===== src/rtl/rkd_pkg.sv =====
// rkd_pkg: types and constants of the rotary knob event decoder
// no dependencies; used by rkd_core and rotary_knob_event_decoder
package rkd_pkg;

    localparam int unsigned TICKS_W = 8;
    localparam int unsigned POS_W = 2;
    localparam int unsigned APB_DATA_W = 32;
    localparam int unsigned APB_ADDR_W = 3;

    localparam logic [TICKS_W-1:0] LONG_PRESS_TICKS_RST = 8'd60;
    localparam logic [POS_W-1:0] POS_MAX = 2'd3;

    typedef enum logic {
        CMD_PIN  = 1'b0,
        CMD_TICK = 1'b1
    } t_cmd;

    typedef enum logic [1:0] {
        PRESS_NONE = 2'd0,
        PRESS_DOWN = 2'd1,
        PRESS_UP   = 2'd2,
        PRESS_LONG = 2'd3
    } t_press;

    typedef enum logic [1:0] {
        TWIST_NONE  = 2'd0,
        TWIST_RIGHT = 2'd1,
        TWIST_LEFT  = 2'd2
    } t_twist;

    typedef enum logic {
        REG_LONG_PRESS_TICKS = 1'b0
    } t_reg;

    typedef struct packed {
        t_cmd             command;
        logic             push_level;
        logic [POS_W-1:0] quad_lines;
    } t_item;

    typedef struct packed {
        t_press press_event;
        t_twist twist_event;
    } t_result;

endpackage


===== src/rtl/rkd_core.sv =====
// rkd_core: press timer, quadrature position and detent counter state
// with the single-pass update for one word; depends on rkd_pkg
module rkd_core (
    input  logic                          i_clk,
    input  logic                          i_rst_n,
    input  logic                          i_step,
    input  rkd_pkg::t_item                i_item,
    input  logic [rkd_pkg::TICKS_W-1:0]   i_long_press_ticks,
    output rkd_pkg::t_result              o_result
);
    import rkd_pkg::*;

    logic [TICKS_W-1:0] r_press_timer;
    logic [TICKS_W-1:0] n_press_timer;
    logic [POS_W-1:0]   r_last_position;
    logic [POS_W-1:0]   n_last_position;
    logic [POS_W-1:0]   r_detent_count;
    logic [POS_W-1:0]   n_detent_count;

    logic [TICKS_W-1:0] timer_inc;
    logic [POS_W-1:0]   pos;
    logic               step_up;
    t_press             press;
    t_twist             twist;

    assign timer_inc = (r_press_timer != '0) ? r_press_timer + TICKS_W'(1) : '0;
    assign pos = {i_item.quad_lines[1], i_item.quad_lines[1] ^ i_item.quad_lines[0]};
    assign step_up = ((pos > r_last_position)
                      || (r_last_position == POS_MAX && pos == '0))
                     && !(r_last_position == '0 && pos == POS_MAX);

    always_comb begin
        n_press_timer   = r_press_timer;
        n_last_position = r_last_position;
        n_detent_count  = r_detent_count;
        press           = PRESS_NONE;
        twist           = TWIST_NONE;
        unique case (i_item.command)
            CMD_TICK: begin
                n_press_timer = timer_inc;
                if (timer_inc > i_long_press_ticks) begin
                    n_press_timer = '0;
                    press         = PRESS_LONG;
                end
            end
            CMD_PIN: begin
                if (!i_item.push_level) begin
                    n_press_timer = TICKS_W'(1);
                    press         = PRESS_DOWN;
                end else if (r_press_timer != '0) begin
                    n_press_timer = '0;
                    press         = PRESS_UP;
                end
                if (pos != r_last_position) begin
                    n_last_position = pos;
                    if (step_up) begin
                        n_detent_count = r_detent_count + POS_W'(1);
                        if (n_detent_count == POS_W'(0)) begin
                            twist = TWIST_RIGHT;
                        end
                    end else begin
                        n_detent_count = r_detent_count - POS_W'(1);
                        if (n_detent_count == POS_W'(2)) begin
                            twist = TWIST_LEFT;
                        end
                    end
                end
            end
            default: begin
                press = PRESS_NONE;
            end
        endcase
    end

    assign o_result.press_event = press;
    assign o_result.twist_event = twist;

    always_ff @(posedge i_clk) begin
        if (!i_rst_n) begin
            r_press_timer   <= '0;
            r_last_position <= '0;
            r_detent_count  <= '0;
        end else if (i_step) begin
            r_press_timer   <= n_press_timer;
            r_last_position <= n_last_position;
            r_detent_count  <= n_detent_count;
        end
    end

`ifndef SYNTHESIS
    a_long_stops_timer: assert property (@(posedge i_clk) disable iff (!i_rst_n)
        i_step && press == PRESS_LONG |=> r_press_timer == '0)
        else $error("timer still running after long press");

    a_down_restarts_timer: assert property (@(posedge i_clk) disable iff (!i_rst_n)
        i_step && press == PRESS_DOWN |=> r_press_timer == TICKS_W'(1))
        else $error("timer not restarted on press");

    a_tick_no_twist: assert property (@(posedge i_clk) disable iff (!i_rst_n)
        i_step && i_item.command == CMD_TICK |=> $stable(r_last_position)
        && $stable(r_detent_count))
        else $error("tick moved the position state");
`endif

endmodule


===== src/rtl/rotary_knob_event_decoder.sv =====
// rotary_knob_event_decoder: top level with input register, result register
// and the configuration port; depends on rkd_pkg and rkd_core
// Accepts one word per clock, unless the output stalls, and returns one result word
// for each. A word is captured in the input register and its result in the result
// register, from which it is presented; an output stall can hold the word in the
// input register in between. The knob state update is a single combinational pass
// from the input register into the result register, so the sustained rate is one
// word per cycle when the output is not stalled, set by that one state update. Register
// long_press_ticks sits at byte address 0 and resets to 60; write it only while no
// word is in flight.
module rotary_knob_event_decoder (
    input  logic                              i_clk,
    input  logic                              i_rst_n,
    input  logic                              i_valid,
    output logic                              o_ready,
    input  logic                              i_command,
    input  logic                              i_push_level,
    input  logic [1:0]                        i_quad_lines,
    output logic                              o_valid,
    input  logic                              i_ready,
    output logic [1:0]                        o_press_event,
    output logic [1:0]                        o_twist_event,
    input  logic                              psel,
    input  logic                              penable,
    input  logic                              pwrite,
    input  logic [rkd_pkg::APB_ADDR_W-1:0]    paddr,
    input  logic [rkd_pkg::APB_DATA_W-1:0]    pwdata,
    output logic [rkd_pkg::APB_DATA_W-1:0]    prdata,
    output logic                              pready
);
    import rkd_pkg::*;

    logic               r_in_valid;
    t_item              r_in_item;
    logic               r_out_valid;
    t_result            r_out_result;
    logic [TICKS_W-1:0] r_long_press_ticks;

    logic    out_free;
    logic    step;
    logic    cfg_wr;
    t_reg    reg_sel;
    t_result core_result;

    assign out_free = !r_out_valid || i_ready;
    assign step     = r_in_valid && out_free;
    assign o_ready  = !r_in_valid || step;

    always_ff @(posedge i_clk) begin
        if (!i_rst_n) begin
            r_in_valid <= 1'b0;
        end else if (o_ready) begin
            r_in_valid <= i_valid;
        end
    end

    always_ff @(posedge i_clk) begin
        if (o_ready && i_valid) begin
            r_in_item.command    <= t_cmd'(i_command);
            r_in_item.push_level <= i_push_level;
            r_in_item.quad_lines <= i_quad_lines;
        end
    end

    rkd_core u_core (
        .i_clk              (i_clk),
        .i_rst_n            (i_rst_n),
        .i_step             (step),
        .i_item             (r_in_item),
        .i_long_press_ticks (r_long_press_ticks),
        .o_result           (core_result)
    );

    always_ff @(posedge i_clk) begin
        if (!i_rst_n) begin
            r_out_valid <= 1'b0;
        end else if (out_free) begin
            r_out_valid <= r_in_valid;
        end
    end

    always_ff @(posedge i_clk) begin
        if (step) begin
            r_out_result <= core_result;
        end
    end

    assign o_valid       = r_out_valid;
    assign o_press_event = r_out_result.press_event;
    assign o_twist_event = r_out_result.twist_event;

    // register decode on the word address
    assign reg_sel = t_reg'(paddr[APB_ADDR_W-1]);
    assign cfg_wr  = psel && penable && pwrite && pready;
    assign pready  = 1'b1;

    always_ff @(posedge i_clk) begin
        if (!i_rst_n) begin
            r_long_press_ticks <= LONG_PRESS_TICKS_RST;
        end else if (cfg_wr && reg_sel == REG_LONG_PRESS_TICKS) begin
            r_long_press_ticks <= pwdata[TICKS_W-1:0];
        end
    end

    always_comb begin
        prdata = '0;
        unique case (reg_sel)
            REG_LONG_PRESS_TICKS: prdata = APB_DATA_W'(r_long_press_ticks);
            default:              prdata = '0;
        endcase
    end

`ifndef SYNTHESIS
    a_stall_means_full: assert property (@(posedge i_clk) disable iff (!i_rst_n)
        !o_ready |-> r_in_valid && r_out_valid && !i_ready)
        else $error("input stalled without a blocked result");

    a_step_fills_out: assert property (@(posedge i_clk) disable iff (!i_rst_n)
        step |=> r_out_valid)
        else $error("processed word did not reach the result register");

    a_held_word_kept: assert property (@(posedge i_clk) disable iff (!i_rst_n)
        r_in_valid && !step |=> r_in_valid && $stable(r_in_item))
        else $error("waiting input word lost");
`endif

endmodule


===== config.mk =====
export PLATFORM = sky130hd
export DESIGN_NAME = rotary_knob_event_decoder
export DESIGN_NICKNAME = d
export VERILOG_FILES = /design/src/rtl/rkd_pkg.sv /design/src/rtl/rkd_core.sv /design/src/rtl/rotary_knob_event_decoder.sv
export SDC_FILE = /design/constraint.sdc
export NUM_CORES = 1
export LEC_CHECK = 0
export ABC_AREA = 1
export BUFFER_PORTS_ARGS = -buffer_cell sky130_fd_sc_hd__buf_4
export CAP_MARGIN = 20
export CELL_PAD_IN_SITES_DETAIL_PLACEMENT = 1
export CELL_PAD_IN_SITES_GLOBAL_PLACEMENT = 1
export CORE_ASPECT_RATIO = 2
export CORE_MARGIN = 8
export CORE_UTILIZATION = 35
export DETAILED_ROUTE_END_ITERATION = 8
export PLACE_DENSITY = 0.85
export SETUP_SLACK_MARGIN = 0.1
export SLEW_MARGIN = 20
export SYNTH_ARGS = -nofsm -noshare
export SYNTH_HDL_FRONTEND = slang
export SYNTH_HIERARCHICAL = 1
export SYNTH_SLANG_ARGS = --single-unit

===== constraint.sdc =====
create_clock -name i_clk -period 3.6 [get_ports i_clk]
set_input_delay 0.18 -clock i_clk [delete_from_list [all_inputs] [get_ports i_clk]]
set_output_delay 0.18 -clock i_clk [all_outputs]
set_load 0.01 [all_outputs]

==> impl_results.md <==
- Status: completed
- Clock Sinks: 30
- Global-route wire length before repair: 8.45 mm
- Ys async rst share: 0%
- Initial antenna violation count: 0
- Synth Cell Area: 1990 sq um
- Layout cell share with drive strength beyond 1: 17.1%
- Post-synth top cells: inv_1, nand2_1, buf_4, nand3_1, nor2_1
- HPWL after DPL: 4.06 mm
- Post-CTS sizing: 0
- Starting DRT DRC Count: 39
- CORE AREA: 5610 sq um
- DRC: 0
- FILL cells: 729
- Hold depth: 1
- Max FO, Critical Path: 10
- Pre-CTS WS: 1.35 ns
- Ant diodes: 0
- Hold Path Class: in -> reg
- Final setup margin: 1.32 ns
- Warnings from Yosys: 6
- Total Wirelength: 4.92 mm
- Inserted Clock Buffers: 5
- Final setup fails: 0
- Final Util: 42.1%
- Root buffer cell: clkbuf_16
- Hold Buf Count CTS: 0
- Max-cap violations: 0
- Max VDD drop: 426 uV
- Slew HR: 53.5%
- Number of synthesized flops with an enable pin: 8
- Clock slew at reported path FFs: 0.05 ns
- Antenna-violating nets left: 0
- Min Tclk post-route: 2.28 ns
- First-pass DRT Iterations: 3
- Crit path launch: u_core/r_press_timer[0]$_SDFFE_PN0P_
- Largest net degree at the start of global routing: 15
- Synth cell types: 26
- Via count: 1683
- Gr usage total: 12.0%
- Setup_tns: 0 ns
- Most common cell in the synthesized netlist: inv_1
- Die height: 123 um
- Placement Rows: 39
- Worst Tran Pin Value: 0.697 ns
- Overflow after GRT: 0
- Mean routed wirelength per cell: 13.3 um
- I/O pin total: 85
- Setup repair bufs after CTS: 0
- Vias in the first global route: 1894
- Clk buf depth: 2
- RSZ-0062 raised after global routing: no
- Final GP Congestion: 0.756
- Fraction of the cycle the final worst path needs: 63.2%
- IO Port Bufs: 33
- Initial Utilization: 35.5%
- Hold path start: i_push_level
- CP max-delay cell: dfxtp_1
- Worst-case reg-to-reg path depth: 10
- Worst Setup End Kind: flip-flop
- Reg-to-Reg End: o_press_event[1]$_DFFE_PP_
- Area leader, netlist: dfxtp_1
- Max Slew Vio Count: 0
- Register Area: 681 sq um
- F_max: 439 MHz
- Yosys reg bits: 30
- Cell Pwr Density: 402 nW/um^2
- Avg Cell Area, Syn: 7.28 sq um
- Die area: 8520 sq um
- Synth top area share: 22.1%
- Startpoint Class: flip-flop
- Die W: 69.4 um
- WS Path Type: reg -> reg
- Seq/Total Area, Yosys: 34.1%
- Ranking of synthesized cells by area: dfxtp_1, edfxtp_1, inv_1
- Area growth from synthesis to layout: 18.3%
- WHS Endpoint: r_in_item[2]$_DFFE_PP_
- Worst path required time: 3.62 ns
- CTS tree: built
- Vias per cell: 4.54
- Clock Latency Late Sink: 0.28 ns
- Hold Fails Final Rpt: 0
- Clock skew: 0.00647 ns
- NumNets Final: 371
- Most used DFF post-synth: dfxtp_1
- H-tree depth: 2
- Area taken by multi-input logic gates: 987 sq um
- Leakage: 1.31 nW
- Crit path arrival time: 2.30 ns
- CP Cell Sequence: ha_1, nand2_2, nor3_2, xor2_1, ha_1, nand2_1, nor2_1, nand4_1, nand2_2, o21ai_0
- Slowest stage delay, CP: 0.40 ns
- Cell count after synthesis: 274
- Reg2Reg Setup Slack: 1.32 ns
- Worst r2r src: u_core/r_press_timer[0]$_SDFFE_PN0P_
-- placed cells by master (no fill, tap or decap), types with 4 or more instances in the layout --
master and n:
o21ai_0 6, inv_1 54, ha_1 15, xor2_1 4, edfxtp_1 8, conb_1 25
clkbuf_16 5, nor2_2 4, buf_4 33, a21oi_1 18, nand2_2 4, dfxtp_1 22
nand3_1 25, nor2_1 25, nand2_1 49
-- routing by layer --
metal / up-vias / global-route usage, % / wire (um) / share of wire, %
met4: 0 / 5.03 / 100 / 2.0
met3: 7 / 3.88 / 240 / 4.9
met5: - / 0 / 0 / 0
li1: 868 / - / - / -
met2: 37 / 23.6 / 2780 / 56
met1: 771 / 10.8 / 1800 / 37
-- worst max-delay path: cells and delay by family (launching register included) --
family | cells | cell delay (ns)
AND/OR/NAND/NOR | 6 | 0.89
XOR/XNOR | 1 | 0.12
AO/OA/AOI/OAI | 1 | 0.11
adder cells (fa/ha/maj) | 2 | 0.50
flip-flops | 1 | 0.40
-- how the worst max path moves through the flow --
stage,endpoint,slack (ns)
after CTS,o_press_event[1]$_DFFE_PP_,1.32
after detailed placement,o_press_event[1]$_DFFE_PP_,1.35
after global placement,o_press_event[1]$_DFFE_PP_,1.44
after global routing,u_core/r_press_timer[4]$_SDFFE_PN0P_,1.08
final,o_press_event[1]$_DFFE_PP_,1.32
after floorplan,o_press_event[1]$_DFFE_PP_,1.70
-- area by class of cell --
type,count,share of cell area [%]
sequential,30,28.8
multi-input combinational,185,41.8
inverter,55,8.85
clock inverter,2,1.43
clock buffer,5,5.30
timing repair buffer,33,10.5
tap,61,3.23
-- flip-flops by register name, indices dropped and copies added, names as in the netlist --
register and cells:
r_long_press_ticks 8, u_core/r_press_timer 8, r_in_item 4, o_press_event 2, o_twist_event 2, u_core/r_detent_count 2, u_core/r_last_position 2, o_valid 1
r_in_valid 1
-- metrics by stage --
step                      std cells  power [mW]  hold slack [ns]  cell area, sq um
after floorplan                 297       0.472            0.279              2080
after global placement          364       0.489            0.359              2200
after detailed placement        364       0.499            0.360              2200
after CTS                       371       0.958           0.0736              2360
after global routing            371       0.987           0.0730              2360
final                           371       0.948           0.0798              2360
-- report_power, final --
group	switching [mW]	internal (mW)	total [mW]
clock	0.137	0.319	0.456
sequential	0.00933	0.361	0.370
combinational	0.0756	0.0470	0.123
-- cells by family after synthesis --
logic type,count (synthesis),synth area share (%)
simple gates,114,26.5
buf+inv,82,20.7
fa+ha+maj,15,9.41
compound gates,27,7.15
other cells,2,0.377
flops,30,34.1
xor+xnor,4,1.76
Power figures use the tool's default switching activity.
